==> config.mk <==
export PLATFORM = sky130hd
export DESIGN_NAME = checksummed_block_framer
export DESIGN_NICKNAME = d
export VERILOG_FILES = /design/src/sv/cbf_pkg.sv /design/src/sv/cbf_front.sv /design/src/sv/cbf_queue.sv /design/src/sv/cbf_back.sv /design/src/sv/checksummed_block_framer.sv
export SDC_FILE = /design/constraint.sdc
export NUM_CORES = 1
export LEC_CHECK = 0
export ABC_AREA = 1
export BUFFER_PORTS_ARGS = -buffer_cell sky130_fd_sc_hd__buf_2
export CORE_MARGIN = 10
export CORE_UTILIZATION = 40
export DETAILED_ROUTE_END_ITERATION = 16
export HOLD_SLACK_MARGIN = 0.1
export PLACE_DENSITY = 0.64
export SLEW_MARGIN = 10
export SYNTH_ARGS = -nofsm -noshare
export SYNTH_HDL_FRONTEND = slang
export SYNTH_SLANG_ARGS = --single-unit
==> constraint.sdc <==
create_clock -name clk -period 5.8 [get_ports clk]
set_input_delay 1.16 -clock clk [delete_from_list [all_inputs] [get_ports clk]]
set_output_delay 1.16 -clock clk [all_outputs]
set_load 0.005 [all_outputs]
==> src/sv/cbf_pkg.sv <==
// ----------------------------------------------------------------------------
// cbf_pkg
// Shared types and constants for the checksummed block framer.
// ----------------------------------------------------------------------------
package cbf_pkg;

    localparam int MAX_FRAME = 2048;

    // Largest payload length a block may carry: total never exceeds MAX_FRAME
    localparam int PAYLOAD_CAP_INT = ((MAX_FRAME - 5) > 2047) ? 2047 : (MAX_FRAME - 5);
    localparam logic [10:0] PAYLOAD_CAP = 11'(PAYLOAD_CAP_INT);

    localparam int QUEUE_DEPTH = 4;
    localparam int QPTR_W = $clog2(QUEUE_DEPTH);
    localparam int QCNT_W = $clog2(QUEUE_DEPTH + 1);

    localparam logic [1:0] CMD_DATA    = 2'd0;
    localparam logic [1:0] CMD_ACCEPT  = 2'd1;
    localparam logic [1:0] CMD_RESTART = 2'd2;

    // One classified payload byte with everything the back end needs to emit it
    typedef struct packed {
        logic        hdr;     // first byte of a block: emit the length header
        logic [11:0] total;   // payload length plus 5
        logic [7:0]  data;
        logic        trl;     // last byte of a block: emit the trailer
        logic [7:0]  c0;
        logic [7:0]  c1;
        logic [7:0]  seq;
    } job_t;

    typedef enum logic [2:0] {
        PH_IDLE,
        PH_HI,
        PH_LO,
        PH_DATA,
        PH_C0,
        PH_C1,
        PH_SEQ
    } phase_t;

endpackage

==> src/sv/cbf_front.sv <==
// ----------------------------------------------------------------------------
// cbf_front
// Accepts input transfers, tracks block position and checksums, and hands
// one job per payload byte to the queue.
// ----------------------------------------------------------------------------
module cbf_front
    import cbf_pkg::*;
(
    input  logic        clk,
    input  logic        rst_n,
    input  logic        in_valid,
    output logic        in_ready,
    input  logic [1:0]  cmd,
    input  logic [7:0]  data_byte,
    input  logic [10:0] payload_len,
    input  logic        q_full,
    output logic        push,
    output job_t        job
);

    logic [10:0] byte_position_reg, byte_position_next;
    logic [10:0] block_length_reg, block_length_next;
    logic [7:0]  xor_sum_reg, xor_sum_next;
    logic [7:0]  running_sum_reg, running_sum_next;
    logic [7:0]  sequence_number_reg, sequence_number_next;

    logic        accept;
    logic        first;
    logic        last;
    logic [10:0] len_eff;
    logic [10:0] blen;
    logic [7:0]  x_new;
    logic [7:0]  r_new;
    logic [10:0] pos_inc;

    assign in_ready = !q_full;
    assign accept   = in_valid && in_ready;

    always_comb
    begin
        first = (byte_position_reg == '0);
        if (payload_len == '0)
        begin
            len_eff = 11'd1;
        end
        else if (payload_len > PAYLOAD_CAP)
        begin
            len_eff = PAYLOAD_CAP;
        end
        else
        begin
            len_eff = payload_len;
        end
        blen    = first ? len_eff : block_length_reg;
        x_new   = (first ? 8'd0 : xor_sum_reg) ^ data_byte;
        r_new   = (first ? 8'd0 : running_sum_reg) + x_new;
        pos_inc = byte_position_reg + 11'd1;
        last    = (pos_inc >= blen);

        byte_position_next   = byte_position_reg;
        block_length_next    = block_length_reg;
        xor_sum_next         = xor_sum_reg;
        running_sum_next     = running_sum_reg;
        sequence_number_next = sequence_number_reg;
        push                 = 1'b0;

        job.hdr   = first;
        job.total = {1'b0, blen} + 12'd5;
        job.data  = data_byte;
        job.trl   = last;
        job.c0    = x_new;
        job.c1    = r_new;
        job.seq   = sequence_number_reg;

        if (accept)
        begin
            case (cmd)
                CMD_DATA:
                begin
                    push = 1'b1;
                    if (last)
                    begin
                        byte_position_next = '0;
                        block_length_next  = '0;
                        xor_sum_next       = '0;
                        running_sum_next   = '0;
                    end
                    else
                    begin
                        byte_position_next = pos_inc;
                        block_length_next  = blen;
                        xor_sum_next       = x_new;
                        running_sum_next   = r_new;
                    end
                end
                CMD_ACCEPT:
                begin
                    sequence_number_next = sequence_number_reg + 8'd1;
                end
                CMD_RESTART:
                begin
                    // drop the partial block and the session number
                    sequence_number_next = '0;
                    byte_position_next   = '0;
                    block_length_next    = '0;
                    xor_sum_next         = '0;
                    running_sum_next     = '0;
                end
                default:
                begin
                end
            endcase
        end
    end

    always_ff @(posedge clk or negedge rst_n)
    begin
        if (!rst_n)
        begin
            byte_position_reg   <= '0;
            block_length_reg    <= '0;
            xor_sum_reg         <= '0;
            running_sum_reg     <= '0;
            sequence_number_reg <= '0;
        end
        else
        begin
            byte_position_reg   <= byte_position_next;
            block_length_reg    <= block_length_next;
            xor_sum_reg         <= xor_sum_next;
            running_sum_reg     <= running_sum_next;
            sequence_number_reg <= sequence_number_next;
        end
    end

endmodule

==> src/sv/cbf_queue.sv <==
// ----------------------------------------------------------------------------
// cbf_queue
// Short job queue between front and back end.
// ----------------------------------------------------------------------------
module cbf_queue
    import cbf_pkg::*;
(
    input  logic clk,
    input  logic rst_n,
    input  logic push,
    input  job_t push_job,
    output logic full,
    input  logic pop,
    output job_t pop_job,
    output logic empty
);

    job_t              mem_reg [QUEUE_DEPTH];
    logic [QPTR_W-1:0] wr_ptr_reg, wr_ptr_next;
    logic [QPTR_W-1:0] rd_ptr_reg, rd_ptr_next;
    logic [QCNT_W-1:0] count_reg, count_next;
    logic              do_push;
    logic              do_pop;

    assign full    = (count_reg == QCNT_W'(QUEUE_DEPTH));
    assign empty   = (count_reg == '0);
    assign do_push = push && !full;
    assign do_pop  = pop && !empty;
    assign pop_job = mem_reg[rd_ptr_reg];

    always_comb
    begin
        wr_ptr_next = wr_ptr_reg;
        rd_ptr_next = rd_ptr_reg;
        count_next  = count_reg;
        if (do_push)
        begin
            wr_ptr_next = (wr_ptr_reg == QPTR_W'(QUEUE_DEPTH - 1)) ? '0
                        : wr_ptr_reg + QPTR_W'(1);
        end
        if (do_pop)
        begin
            rd_ptr_next = (rd_ptr_reg == QPTR_W'(QUEUE_DEPTH - 1)) ? '0
                        : rd_ptr_reg + QPTR_W'(1);
        end
        case ({do_push, do_pop})
            2'b10:   count_next = count_reg + QCNT_W'(1);
            2'b01:   count_next = count_reg - QCNT_W'(1);
            default: count_next = count_reg;
        endcase
    end

    always_ff @(posedge clk)
    begin
        if (do_push)
        begin
            mem_reg[wr_ptr_reg] <= push_job;
        end
    end

    always_ff @(posedge clk or negedge rst_n)
    begin
        if (!rst_n)
        begin
            wr_ptr_reg <= '0;
            rd_ptr_reg <= '0;
            count_reg  <= '0;
        end
        else
        begin
            wr_ptr_reg <= wr_ptr_next;
            rd_ptr_reg <= rd_ptr_next;
            count_reg  <= count_next;
        end
    end

endmodule

==> src/sv/cbf_back.sv <==
// ----------------------------------------------------------------------------
// cbf_back
// Takes jobs from the queue and emits header, payload and trailer bytes,
// one output transfer per cycle while jobs are queued and out_ready is high.
// ----------------------------------------------------------------------------
module cbf_back
    import cbf_pkg::*;
(
    input  logic       clk,
    input  logic       rst_n,
    input  logic       q_empty,
    input  job_t       q_job,
    output logic       pop,
    output logic       out_valid,
    input  logic       out_ready,
    output logic [7:0] out_byte,
    output logic       frame_end
);

    phase_t phase_reg, phase_next;
    job_t   cur_reg, cur_next;
    logic   fin;

    always_comb
    begin
        phase_next = phase_reg;
        cur_next   = cur_reg;
        pop        = 1'b0;
        fin        = 1'b0;
        out_valid  = (phase_reg != PH_IDLE);
        frame_end  = (phase_reg == PH_SEQ);
        out_byte   = cur_reg.data;

        case (phase_reg)
            PH_IDLE:
            begin
                fin = 1'b1;
            end
            PH_HI:
            begin
                out_byte = {4'b0, cur_reg.total[11:8]};
                if (out_ready)
                begin
                    phase_next = PH_LO;
                end
            end
            PH_LO:
            begin
                out_byte = cur_reg.total[7:0];
                if (out_ready)
                begin
                    phase_next = PH_DATA;
                end
            end
            PH_DATA:
            begin
                out_byte = cur_reg.data;
                if (out_ready)
                begin
                    if (cur_reg.trl)
                    begin
                        phase_next = PH_C0;
                    end
                    else
                    begin
                        fin = 1'b1;
                    end
                end
            end
            PH_C0:
            begin
                out_byte = cur_reg.c0;
                if (out_ready)
                begin
                    phase_next = PH_C1;
                end
            end
            PH_C1:
            begin
                out_byte = cur_reg.c1;
                if (out_ready)
                begin
                    phase_next = PH_SEQ;
                end
            end
            PH_SEQ:
            begin
                out_byte = cur_reg.seq;
                if (out_ready)
                begin
                    fin = 1'b1;
                end
            end
            default:
            begin
                phase_next = PH_IDLE;
            end
        endcase

        // load the next job in the same cycle the current one finishes
        if (fin)
        begin
            if (!q_empty)
            begin
                pop        = 1'b1;
                cur_next   = q_job;
                phase_next = q_job.hdr ? PH_HI : PH_DATA;
            end
            else
            begin
                phase_next = PH_IDLE;
            end
        end
    end

    always_ff @(posedge clk or negedge rst_n)
    begin
        if (!rst_n)
        begin
            phase_reg <= PH_IDLE;
        end
        else
        begin
            phase_reg <= phase_next;
        end
    end

    always_ff @(posedge clk)
    begin
        cur_reg <= cur_next;
    end

endmodule

==> src/sv/checksummed_block_framer.sv <==
// ----------------------------------------------------------------------------
// checksummed_block_framer
// Frames a payload byte stream into length-prefixed blocks with XOR and
// running-sum checksums and a session packet number.
// ----------------------------------------------------------------------------
// Throughput: one input transfer per cycle while the queue has room; one output
// byte per cycle while jobs are queued and the sink is ready. The back end emits
// two header bytes before a block's first payload byte and three trailer bytes
// after its last; its output sequencer sets the output rate, and a 4-entry queue
// decouples it from the input. Reset clears position, checksums, length and
// packet number to zero and empties the queue.
// ----------------------------------------------------------------------------
module checksummed_block_framer
    import cbf_pkg::*;
(
    input  logic        clk,
    input  logic        rst_n,
    input  logic        s_axis_tvalid,
    output logic        s_axis_tready,
    input  logic [23:0] s_axis_tdata,   // [7:0] data_byte, [18:8] payload_len, rest zero
    input  logic [1:0]  s_axis_tuser,   // [1:0] cmd
    output logic        m_axis_tvalid,
    input  logic        m_axis_tready,
    output logic [7:0]  m_axis_tdata,   // [7:0] out_byte
    output logic        m_axis_tlast    // frame_end
);

    logic q_full;
    logic q_empty;
    logic push;
    logic pop;
    job_t push_job;
    job_t pop_job;

    cbf_front u_front (
        .clk         (clk),
        .rst_n       (rst_n),
        .in_valid    (s_axis_tvalid),
        .in_ready    (s_axis_tready),
        .cmd         (s_axis_tuser),
        .data_byte   (s_axis_tdata[7:0]),
        .payload_len (s_axis_tdata[18:8]),
        .q_full      (q_full),
        .push        (push),
        .job         (push_job)
    );

    cbf_queue u_queue (
        .clk      (clk),
        .rst_n    (rst_n),
        .push     (push),
        .push_job (push_job),
        .full     (q_full),
        .pop      (pop),
        .pop_job  (pop_job),
        .empty    (q_empty)
    );

    cbf_back u_back (
        .clk       (clk),
        .rst_n     (rst_n),
        .q_empty   (q_empty),
        .q_job     (pop_job),
        .pop       (pop),
        .out_valid (m_axis_tvalid),
        .out_ready (m_axis_tready),
        .out_byte  (m_axis_tdata),
        .frame_end (m_axis_tlast)
    );

endmodule

=== Word level (Yosys, flattened, before mapping) ===
Memories as Yosys holds them, arrays and structs flattened.
Cells that the tools add are included.

* Register bits: 101
* Latch bits: 0
* Memory bits (writable): 184
* ROM bits: 0
* Word-level logic and storage cells: 105
* Memories kept: 1

{| class="wikitable"
|+ Memories
! memory !! depth !! bits a word !! read ports !! clocked after Yosys merged registers in !! wr ports !! RTL line !! RTL
|-
| u_queue.mem_reg || 4 || 46 || 1 || 0 || 1 || cbf_queue.sv:18 || <nowiki>job_t mem_reg [QUEUE_DEPTH];</nowiki>
|}

* Add/sub/neg operators: 8
* Multiply operators: 0
* Divide/modulo/power cells: 0
* Order comparisons: 2
* Equality and inequality tests: 20
* Shift-type cells: 0
* Multiplexer cells: 38
* Bitwise logic cells: 2
* Reductions and logical operators: 19

{| class="wikitable"
|+ Operators with widths
! cell !! number
|-
| $mux W11 || 5
|-
| $pmux W8 S2 || 3
|-
| $pmux W11 S2 || 2
|-
| $pmux W8 S5 || 1
|-
| $mux W8 || 4
|-
| $mux W3 || 8
|-
| $logic_not A11 Y1 || 2
|-
| $pmux W3 S6 || 1
|-
| $ne A3 B2 Y1 const B || 5
|-
| $add A11 B3 Y12 const B || 1
|-
| $eq A3 B3 Y1 const B || 4
|-
| $add A11 B1 Y11 const B || 1
|-
| $ge A11 B11 Y1 || 1
|-
| $gt A11 B11 Y1 const B || 1
|-
| $mux W1 || 9
|-
| $add A8 B1 Y8 const B || 1
|-
| $add A8 B8 Y8 || 1
|-
| $eq A2 B2 Y1 const B || 4
|-
| $xor A8 B8 Y8 || 1
|-
| $reduce_and A7 Y1 || 1
|-
| $eq A3 B2 Y1 const B || 2
|-
| $logic_not A3 Y1 || 2
|-
| $mux W2 || 3
|-
| $pmux W3 S2 || 1
|-
| other kinds (16) || 25
|}

=== Logic depth before layout (Yosys ltp) ===
Gate-level depths: netlist of the first run.

* Depth after elaboration: 7
* Mapped depth: 20
* Gate-level depth less buffers: 18

=== Hierarchy ===
From an unflattened synthesis of the first run, not the netlist that was laid out.

* Cells, all modules: 1222
* Area, all modules: 13441.6 sq um

{| class="wikitable"
|+ Modules (own cells, without submodules)
! module !! instances !! cells an instance !! area an instance (sq um)
|-
| cbf_queue || 1 || 597 || 8047.7
|-
| cbf_front || 1 || 459 || 3462.1
|-
| cbf_back || 1 || 166 || 1931.9
|}

=== Worst setup path before layout of the first run ===
Ideal clock, no wire load.

* Kind: input -> register
* Start point: input s_axis_tuser[0]
* End point: memory u_queue.mem_reg[0][0] (netlist name), enable pin
* Data arrival time: 3.627 ns
* Data required time: 5.350 ns
* Setup slack: 1.723 ns
* Cell stages on the path: 6
* Cells stage by stage: inv_1 -> ha_1 -> inv_1 -> nor2_2 -> inv_1 -> nor2_1

* Longest elaborated chain between the ends: 6

{| class="wikitable"
|+ RTL lines
! element !! RTL line !! RTL
|-
| start, declared || checksummed_block_framer.sv:21 || <nowiki>input logic [1:0] s_axis_tuser,</nowiki>
|-
| $logic_not A2 Y1 || cbf_front.sv:77 || <nowiki>case (cmd)</nowiki>
|-
| $mux W1 || cbf_front.sv:77 ||
|-
| $mux W1 || cbf_front.sv:75 || <nowiki>if (accept)</nowiki>
|-
| $logic_and A1 B1 Y1 || cbf_queue.sv:27 || <nowiki>assign do_push = push && !full;</nowiki>
|-
| $mux W1 || cbf_queue.sv:55 || <nowiki>if (do_push)</nowiki>
|-
| $mux W1 (implied by the code) || cbf_queue.sv:57 || <nowiki>mem_reg[wr_ptr_reg] <= push_job;</nowiki>
|-
| end, declared || cbf_queue.sv:18 ||
|}

No other way between the ends.

==> metrics.txt, run 1 <==
most frequent cells in the layout=edfxtp_1 (229), nand2_1 (166), o21ai_0 (148); class of the worst hold path=reg2reg; cell count of the worst hold path=1; Crit. path cell count=15; switching power=around 3 mW; I/O Buffers=35; Congestion Overflow GR=0; slowest CP cell=nor2_4; period utilisation layout=0.740; cell area after synthesis=~13000 um^2; first-pass GRT wire length=43000 um; post-detail-place hpwl=about 17000 um; final slew viol count=0; max reg flops=approximately 180; Sequential Power Share=0.410; clock share of power=0.220; Avg WL per Cell=about 17 um; syn_nets=between 1000 and 1500; boundary pin count=41; Netlist cell types=45; PwrDens=562 nW/um^2; Max Cap Viol=0; Sink Count=approximately 290; Core Footprint=between 30000 and 40000 um^2; Worst Setup SP=u_front.byte_position_reg[0]$_DFFE_PN0P_; RD Place Congestion=about 0.84; Max Clock Skew=around 0.010 ns; total power=roughly 7.9 mW; setup TNS=0 ns; GRT Overall Usage=0.139; Comb power frac=0.370; fmax=roughly 230 MHz; RR Startpoint=u_front.byte_position_reg[0]$_DFFE_PN0P_; Area growth syn-to-layout=11.7%; largest net degree at the start of global routing=96; reg2reg path depth=15; leakage=about 5.4 nW; Max IR drop VDD=~0.00022 V; minimum clock period=around 4.3 ns; residual DRC count=0; Avg Synthesized Cell Area=about 11 um^2; max incr delay on CP=0.91 ns; CP top delay family=simple AND/OR/NAND/NOR gates; internal power=slightly below 5 mW; Crit. End Element=register; CTS-repair resized insts=0; CP Max Fanout=38; Post-layout nets=around 1200; fraction of the yosys area taken by sequential cells=0.657; Rows=64; worst skew pair latency=0.53 ns; Root Buffer=clkbuf_16; sw frac=0.381; drt first pass iters=5; Starting Density=0.409; Synth Instances=roughly 1100; Final setup viols=0; hold slack=between 0.4 and 0.5 ns; cts bufs inserted=29; crit path launch type=register; Antenna Nets Post-Route=0; CTS tree=yes; Data required, critical path=~6.2 ns; Critical Path AT=4.73 ns; yosys warns=0; layout cells sized above 1=0.110; clock-pin slew on the worst setup and hold paths=~0.06 ns; HP Start=u_queue.count_reg[0]$_DFFE_PN0P_; detailed router's first-iteration violation count=555; die footprint=39000 um^2; worst path bufs/invs=2; Seq cells post-synth=~290; CTS H-tree depth=1; Chip Width=between 150 and 200 um; Clock Path Buffers=3; Final Hold Vio Count=0; post-CTS setup buffer count=0; status=complete, no violations; vias in the first global route=7877; # hold bufs at CTS=0; slew margin rel.=0.307; crit-path cells=inv_1 > ha_1 > nand3_1 > nor2_2 > nand4_1 > nand2_1 > inv_1 > ha_1 > nand2_1 > nor3_1 > nand4_1 > nand4_1 > nor2_4 > nand2_1 > o21ai_0; RSZ-0062 raised after global routing=false; fillers=about 2800; Die Ht=197 um; crit path kind=reg2reg; Final Routed Wirelength=27400 um; via count=8114; worst-margin pin slew=roughly 1.0 ns; vias per cell=5.15; antenna violations before repair=2; most common cell after layout, fill and taps aside=edfxtp_1
## routing by layer
layer  vias to the layer above  global-route usage  wire [um]
li1                       3954                   -          -
met1                      3915               0.184      12400
met2                       203               0.228      12800
met3                        40              0.0269       1760
met4                         2              0.0390        505
met5                         -                   0         13
## synthesized netlist by cell type
library cell  instances  area share
a21oi_1              16      0.0064
a221oi_1              7      0.0049
a22o_1                6      0.0042
a31oi_1               2     0.00099
and2_1                2     0.00099
and3_1                1     0.00050
buf_12                1      0.0016
buf_2                 4      0.0016
buf_4                 4      0.0024
clkbuf_1             34       0.010
clkbuf_2              1     0.00040
clkinv_1              3     0.00089
clkinv_2              1     0.00040
dfrtp_1              56        0.11
edfxtp_1            229        0.55
fa_1                  2      0.0032
ha_1                 30       0.030
inv_1               105       0.031
inv_2                 2     0.00060
nand2_1             166       0.049
nand2_2              11      0.0055
nand2_4               6      0.0054
nand3_1              29       0.012
nand3_2               1     0.00079
nand3b_1              2      0.0012
nand4_1               6      0.0030
nor2_1              142       0.042
nor2_2                3      0.0015
nor2_4                5      0.0045
nor2_8                3      0.0048
nor3_1                8      0.0032
nor3_2                1     0.00079
nor3b_1               3      0.0018
nor4_1                3      0.0015
o21a_1                1     0.00060
o21ai_0             148       0.059
o21ai_1               1     0.00040
o21ai_2               3      0.0021
o221ai_1              1     0.00070
o22ai_1              47       0.023
o31ai_1               2      0.0012
or2_2                 1     0.00050
xnor2_1              13      0.0090
xor2_1               11      0.0076
xor2_2                1      0.0013
## power by group through the flow
stage | registers [mW] | logic (mW) | clock network [mW]
6_report | 3.24 | 2.92 | 1.74
2_1_floorplan | 3.20 | 2.14 | 0
4_1_cts | 3.25 | 2.94 | 1.77
5_1_grt | 3.29 | 3.31 | 1.86
3_3_place_gp | 3.28 | 2.86 | 0
3_5_place_dp | 3.29 | 2.94 | 0
## final timing paths
kind | end | slack (ns)
worst max-delay path | u_front.byte_position_reg[8]$_DFFE_PN0P_ | 1.51
worst min-delay path | u_queue.count_reg[0]$_DFFE_PN0P_ | 0.49
worst max register to register | u_front.byte_position_reg[8]$_DFFE_PN0P_ | 1.51
worst min register to register | u_queue.count_reg[0]$_DFFE_PN0P_ | 0.49
max in group asynchronous | u_queue.rd_ptr_reg[0]$_DFFE_PN0P_ | 4.35
min in group asynchronous | u_queue.wr_ptr_reg[1]$_DFFE_PN0P_ | 0.83
## through the flow
stage	utilization	setup slack, ns	cells	area [um^2]
global placement	0.428	1.47	1521	13200
finish	0.456	1.51	1575	14100
global route	0.456	1.12	1574	14100
CTS	0.456	1.45	1574	14100
floorplan	-	1.72	1124	12600
detailed placement	0.428	1.46	1521	13200
## cell type report
type	count	area, um^2	area share
Antenna cell	1	2.50	0.000178
Clock buffer	40	767	0.0545
Clock inverter	13	118	0.00836
Inverter	111	419	0.0298
Multi-Input combinational cell	684	3740	0.266
Sequential cell	285	8280	0.588
Tap cell	396	495	0.0352
Timing Repair Buffer	45	250	0.0178
## cell families (layout without fill, tap and decap cells)
group | count (synthesis) | in the layout | share of synthesized area
adders and majority gates | 32 | 32 | 0.0330
buffers and inverters | 155 | 209 | 0.0493
other | 0 | 1 | 0
xor gates and xnor gates | 25 | 25 | 0.0180
DFF | 285 | 285 | 0.657
and+or+nand+nor | 393 | 393 | 0.139
AOI/OAI and AO/OA | 234 | 234 | 0.104
## worst reg2reg max path, cell delays in order (launching register included)
cell and delay (ns):
dfrtp_1 0.41, inv_1 0.12, ha_1 0.26, nand3_1 0.11, nor2_2 0.66, nand4_1 0.32, nand2_1 0.25, inv_1 0.11
ha_1 0.31, nand2_1 0.06, nor3_1 0.04, nand4_1 0.07, nand4_1 0.32, nor2_4 0.91, nand2_1 0.13, o21ai_0 0.13
Power figures use the tool's default switching activity.
==> inputs of run 2 (changes only) <==
Settings changed: ABC_AREA 1 to 0, PLACE_DENSITY 0.64 to 0.67.
Clock period 5.8 ns to 3.75 ns, I/O delays scaled along.
==> run 2 against run 1 <==
Against the previous run:
- via count fell by 18%
- combinational power grew 37%
- synthesized cell count down 33%
- clock power up 64%
- critical path depth decreased by 1
- clock-buffer cell count grew 1
- register-to-register slack lost 1.2 ns
- die area shrank 3.2%
==> metrics.txt, run 2 <==
Final setup viols=0 (unchanged); CP Max Fanout=18 (-53%); via count=6660 (-18%); Post-layout nets=888 (-27%); crit path kind=reg2reg; status=complete, no violations; vias per cell=5.38 (+4.4%); Synth Area in XOR/XNOR=0.0274 (+0.00941); die footprint=37800 um^2 (-3.2%); total power=11.9 mW (+51%); Critical Path AT=3.95 ns (-0.78 ns); yosys warns=0 (unchanged); minimum clock period=3.49 ns (-0.803 ns); most area-hungry cell type in the Yosys netlist=edfxtp_1; Core Footprint=29800 um^2 (-3.4%); clock-pin slew on the worst setup and hold paths=0.06 ns (about the same); Area growth syn-to-layout=15.2%; first-pass GRT wire length=40200 um (-6.4%); Netlist cell types=63 (+40%); Chip Width=194 um (-1.6%); fmax=286 MHz (+23%); Avg Synthesized Cell Area=16.1 um^2 (+43%); vias in the first global route=6945 (-12%); I/O Buffers=35 (unchanged); antenna violations before repair=1 (-1); cts bufs inserted=28 (-3.4%); final slew viol count=0 (unchanged); Sink Count=285 (unchanged); most frequent cells in the layout=edfxtp_1 (229), dfrtp_1 (54), nand2_1 (48); Area contributors post-synth=edfxtp_1 (57%), dfrtp_1 (12%), mux4_2 (8.5%); Seq cells post-synth=285 (unchanged); share of flip-flops with an asynchronous set or reset=0.196 (unchanged); RD Place Congestion=0.777 (-8.0%); simple-gate portion of the synthesized area=0.0554 (-0.0837); GRT Overall Usage=0.131 (-0.00773); Yosys top cell area share=0.566 (+0.0200); detailed router's first-iteration violation count=388 (-30%); Crit. End Element=register; PwrDens=853 nW/um^2 (+52%); CTS tree=yes; Die Ht=194 um (-1.6%); fraction of the yosys area taken by sequential cells=0.681 (+0.0240); leading cell types by count after synthesis=edfxtp_1 (229), dfrtp_1 (56), nand2_1 (48); post-detail-place hpwl=16000 um (-6.6%); Most used DFF post-synth=edfxtp_1; boundary pin count=41 (unchanged); period utilisation layout=0.931 (+0.191); Max Clock Skew=0.0172 ns (+0.00675 ns); Synth Instances=757 (-33%); Synth Area in Compound Gates=0.0820 (-0.0215); setup TNS=0 ns (unchanged); largest family of logic cells by synthesized area=multiplexers; residual DRC count=0 (unchanged); worst-margin pin slew=1.01 ns (-0.0251 ns); multiplexer share of the synthesized area=0.0984 (+0.0984); Root Buffer=clkbuf_16; worst skew pair latency=0.53 ns (about the same); Rows=63 (-1.6%); EDFF count, synth=229 (unchanged); class of the worst hold path=in2async; number of diodes=0 (-1); max reg flops=184 (unchanged); most common cell after layout, fill and taps aside=edfxtp_1; cell area after synthesis=12200 um^2 (-3.5%); largest net degree at the start of global routing=50 (-48%); Clock Path Buffers=3 (unchanged); crit path launch type=register; layout cells sized above 1=0.218 (+0.108); slew margin rel.=0.325 (+0.0184); drt first pass iters=5 (unchanged); Max Cap Viol=0 (unchanged); RSZ-0062 raised after global routing=false; Antenna Nets Post-Route=0 (unchanged); Synth Area in Adders=0.0342 (+0.00121); Congestion Overflow GR=0 (unchanged); Starting Density=0.408 (-0.000736); Final Hold Vio Count=0 (unchanged); leakage=5.08 nW (-5.9%); count leader, synth=edfxtp_1; Max IR drop VDD=0.000365 V (+68%); syn_nets=819 (-31%); Final Routed Wirelength=25100 um (-8.6%); Data required, critical path=4.21 ns (-2.03 ns); CTS H-tree depth=1 (unchanged); Avg WL per Cell=20.2 um (+16%)
==> run 2: worst max-delay path, cell delays in order, from the launching register on <==
cell,delay [ns]
dfrtp_1,0.43
nor4_2,0.30
nand4b_1,0.13
buf_4,0.18
or4_4,0.53
a21boi_0,0.16
ha_1,0.30
nand2b_1,0.14
a211o_1,0.28
a21oi_1,0.22
o2111ai_1,0.18
nand2_2,0.16
buf_4,0.14
buf_12,0.15
a22o_1,0.14
==> run 2: timing repair <==
| item | in CTS | in global routing |
|---|---|---|
| gates resized for setup | 0 | 4 |
| endpoints found under the setup margin | 0 | 46 |
| hold buffers | 0 | 0 |
| setup buffers | 0 | 5 |
==> run 2: path summary, 6_finish.rpt <==
kind,from,end,slack [ns],depth (start not counted)
setup / recovery,u_front.byte_position_reg[3]$_DFFE_PN0P_,u_front.xor_sum_reg[0]$_DFFE_PN0P_,0.26,14
hold / removal,rst_n,u_front.sequence_number_reg[2]$_DFFE_PN0P_,0.17,1
setup reg to reg,u_front.byte_position_reg[3]$_DFFE_PN0P_,u_front.xor_sum_reg[0]$_DFFE_PN0P_,0.26,14
hold reg to reg,u_front.running_sum_reg[1]$_DFFE_PN0P_,u_front.running_sum_reg[1]$_DFFE_PN0P_,0.49,2
max in group asynchronous,rst_n,u_front.block_length_reg[9]$_DFFE_PN0P_,2.89,2
min in group clk,s_axis_tdata[6],u_queue.mem_reg[1][31]$_DFFE_PP_,0.47,1
==> run 2: power by group <==
group / switching, mW / internal (mW) / total [mW] / leakage (nW)
registers: 0.524 / 4.59 / 5.11 / 2.83
clock network: 1.13 / 1.72 / 2.85 / 0.462
logic: 2.24 / 1.75 / 3.99 / 1.79
total: 3.89 / 8.05 / 11.9 / 5.08
==> run 2: area by class of cell <==
type	count	area, um^2
Tap cell	390	488
Clock inverter	11	131
Fill cell	2526	15800
Inverter	23	86.3
Sequential cell	285	8280
Timing Repair Buffer	74	548
Clock buffer	41	821
Multi-Input combinational cell	414	3640
==> run 2: cell families (layout without fill, tap and decap cells) <==
| family | Yosys count | after routing |
|---|---|---|
| mux | 61 | 61 |
| buf+inv | 58 | 149 |
| simple gates | 134 | 134 |
| fa+ha+maj | 32 | 32 |
| flops | 285 | 285 |
| xor+xnor | 38 | 38 |
| compound gates | 149 | 149 |
==> run 2: metal layers <==
metal | global-route usage | part of all wire
met1 | 0.170 | 0.44
met2 | 0.228 | 0.51
met3 | 0.0176 | 0.035
met4 | 0.0307 | 0.015
met5 | 0 | 0.00044
==> run 2: stage by stage <==
step / std cells / cell area, um^2 / setup WS (ns) / hold WS (ns) / utilization
detailed placement: 1180 / 13000 / 0.0978 / 0.481 / 0.435
CTS: 1232 / 13900 / 0.0852 / 0.157 / 0.467
global placement: 1180 / 13000 / 0.177 / 0.466 / 0.435
floorplan: 757 / 12200 / 0.410 / 0.450 / -
global route: 1238 / 14000 / 0.000682 / 0.175 / 0.470
finish: 1238 / 14000 / 0.258 / 0.166 / 0.470
==> inputs of run 3 (changes only) <==
Settings changed: PLACE_DENSITY 0.67 to default, PLACE_DENSITY_LB_ADDON from default to 0.12, TNS_END_PERCENT from default to 10.
Clock period 3.75 ns to 4.47 ns, I/O delays scaled along.
==> run 3 against run 2 <==
Against the previous run:
- cell count decreased by 1.5%
- total power decreased by 16%
- combinational power decreased by 21%
- core utilization decreased by 0.43 points
- critical path type unchanged
- largest power group unchanged
==> metrics.txt, run 3 (synthesized netlist as in run 2, its figures left out) <==
via count=6666 (+0.090%); met2 usage=0.236 (+0.00828); Sink Count=285 (unchanged); Congestion Overflow GR=0 (unchanged); antenna violations before repair=0 (-1); fin worst setup slack=0.483 ns (+0.225 ns); Critical Path AT=4.50 ns (+0.55 ns); RSZ-0062 raised after global routing=false; internal power=6.70 mW (-17%); max incr delay on CP=0.49 ns (-0.04 ns); worst path bufs/invs=3 (unchanged); largest net degree at the start of global routing=50 (unchanged); Die Ht=194 um (unchanged); Post-layout nets=868 (-2.3%); fillers=2578 (+2.1%); most frequent cells in the layout=edfxtp_1 (229), dfrtp_1 (54), nand2_1 (48); minimum clock period=3.99 ns (+0.495 ns); Data required, critical path=4.98 ns (+0.77 ns); Crit. End Element=register; first-pass GRT wire length=41800 um (+3.8%); status=complete, no violations; detailed router's first-iteration violation count=422 (+8.8%); die footprint=37800 um^2 (unchanged); post-detail-place hpwl=17200 um (+7.3%); most common cell after layout, fill and taps aside=edfxtp_1; Max IR drop VDD=0.000339 V (-7.0%); switching power=3.33 mW (-14%); setup TNS=0 ns (unchanged); Antenna Nets Post-Route=0 (unchanged); Core Footprint=29800 um^2 (unchanged); Max Clock Skew=0.0338 ns (+0.0165 ns); CP Max Fanout=31 (+13); leakage=4.99 nW (-1.9%); CP top delay family=adder cells; Final Routed Wirelength=26400 um (+5.2%); Sequential Power Share=0.430 (+0.002); max reg flops=184 (unchanged); post-CTS setup buffer count=0 (unchanged); # hold bufs at CTS=0 (unchanged); drt first pass iters=4 (-1); PwrDens=723 nW/um^2 (-15%); Chip Width=194 um (unchanged); I/O Buffers=35 (unchanged); Max Cap Viol=0 (unchanged); RD Place Congestion=0.807 (+3.8%); slew margin rel.=0.321 (-0.00403); crit-path cells=inv_1 > ha_1 > nand4b_1 > buf_4 > nand2_1 > xnor2_1 > ha_1 > inv_1 > fa_1 > nor2b_1 > o21a_1 > o21ai_0 > nand2b_1 > a21oi_1 > xnor2_1 > a22o_1; Starting Density=0.408 (unchanged); Comb power frac=0.315 (-0.019); clock share of power=0.255 (+0.017); met1 GRT Util=0.179 (+0.00848); crit path launch type=register; sw frac=0.332 (+0.00655); clock-pin slew on the worst setup and hold paths=0.06 ns (about the same); busiest grt layer=met2; Rows=63 (unchanged); worst skew pair latency=0.57 ns (+0.04 ns); layout cells sized above 1=0.196 (-0.0218); class of the worst hold path=in2async; Avg WL per Cell=21.6 um (+6.8%); CTS H-tree depth=1 (unchanged); grt met3 use=0.0250 (+0.00740); number of diodes=0 (unchanged); GRT Overall Usage=0.139 (+0.00754); CTS-repair resized insts=0 (unchanged); period utilisation layout=0.892 (-0.0392); vias in the first global route=7102 (+2.3%); fmax=251 MHz (-12%); boundary pin count=41 (unchanged); residual DRC count=0 (unchanged); Final setup viols=0 (unchanged); Root Buffer=clkbuf_16; CTS tree=yes; slowest CP cell=xnor2_1; crit path kind=reg2reg; vias per cell=5.46 (+1.6%); Area growth syn-to-layout=14.2%; post-place setup slack=0.397 ns (+0.299 ns); final slew viol count=0 (unchanged); cts bufs inserted=30 (+7.1%); Clock Path Buffers=3 (unchanged); worst-margin pin slew=1.02 ns (+0.00605 ns); Final Hold Vio Count=0 (unchanged)
run 3: cell types whose count changed in the layout (fill, tap and decap cells not counted), sizes merged:
| cell | previous run | this run |
|---|---|---|
| buf | 73 | 52 |
| clkinv | 7 | 5 |
| clkinvlp | 1 | 2 |
| inv | 23 | 24 |
| bufinv | 3 | 4 |
| clkbuf | 42 | 44 |
run 3: final cells by class:
cell class                 count  area (um^2)  area share
tap                          390          488      0.0352
sequential                   285         8280       0.597
clock inverter                12          196      0.0142
timing repair buffer          52          353      0.0254
inverter                      23         86.3     0.00622
clock buffer                  44          843      0.0608
multi-input combinational    414         3620       0.261
run 3: through the flow:
stage	hold slack, ns	area (um^2)	power [mW]	instances	util
after global routing	0.508	13900	10.7	1220	0.466
after floorplan	0.450	12200	6.46	757	-
after detailed placement	0.481	12800	7.58	1164	0.431
after global placement	0.466	12800	7.46	1164	0.431
final	0.448	13900	10.0	1220	0.466
after CTS	0.484	13900	10.2	1220	0.466
run 3: path summary, 6_finish.rpt:
kind / start / cells past startpoint / end / slack (ns)
worst max-delay path: u_front.byte_position_reg[0]$_DFFE_PN0P_ / 16 / u_front.running_sum_reg[6]$_DFFE_PN0P_ / 0.48
worst min-delay path: rst_n / 1 / u_front.running_sum_reg[2]$_DFFE_PN0P_ / 0.45
worst max register to register: u_front.byte_position_reg[0]$_DFFE_PN0P_ / 16 / u_front.running_sum_reg[6]$_DFFE_PN0P_ / 0.48
worst min register to register: u_front.running_sum_reg[1]$_DFFE_PN0P_ / 2 / u_front.running_sum_reg[1]$_DFFE_PN0P_ / 0.49
max in group asynchronous: rst_n / 2 / u_front.block_length_reg[9]$_DFFE_PN0P_ / 3.13
min in group clk: u_front.running_sum_reg[1]$_DFFE_PN0P_ / 2 / u_front.running_sum_reg[1]$_DFFE_PN0P_ / 0.49
run 3: worst reg2reg max path, delay by kind of cell, from the launching register on:
| kind | cells | cell delay (ns) |
|---|---|---|
| XOR/XNOR | 2 | 0.81 |
| AO/OA/AOI/OAI | 4 | 0.50 |
| buffers and inverters | 3 | 0.59 |
| AND/OR/NAND/NOR | 4 | 0.69 |
| flip-flops | 1 | 0.46 |
| adder cells (fa/ha/maj) | 3 | 0.90 |
run 3: per-layer routing:
metal	part of all wire	up-vias
met5	0	-
met2	0.50	145
met3	0.041	36
met1	0.44	3433
met4	0.021	0
li1	-	3052
run 3: power groups by stage:
| stage | Combinational (mW) | Clock (mW) | Sequential [mW] |
|---|---|---|---|
| finish | 3.16 | 2.56 | 4.31 |
| detailed placement | 3.20 | 0 | 4.38 |
| floorplan | 2.38 | 0 | 4.07 |
| CTS | 3.22 | 2.62 | 4.33 |
| global route | 3.55 | 2.74 | 4.39 |
| global placement | 3.10 | 0 | 4.36 |
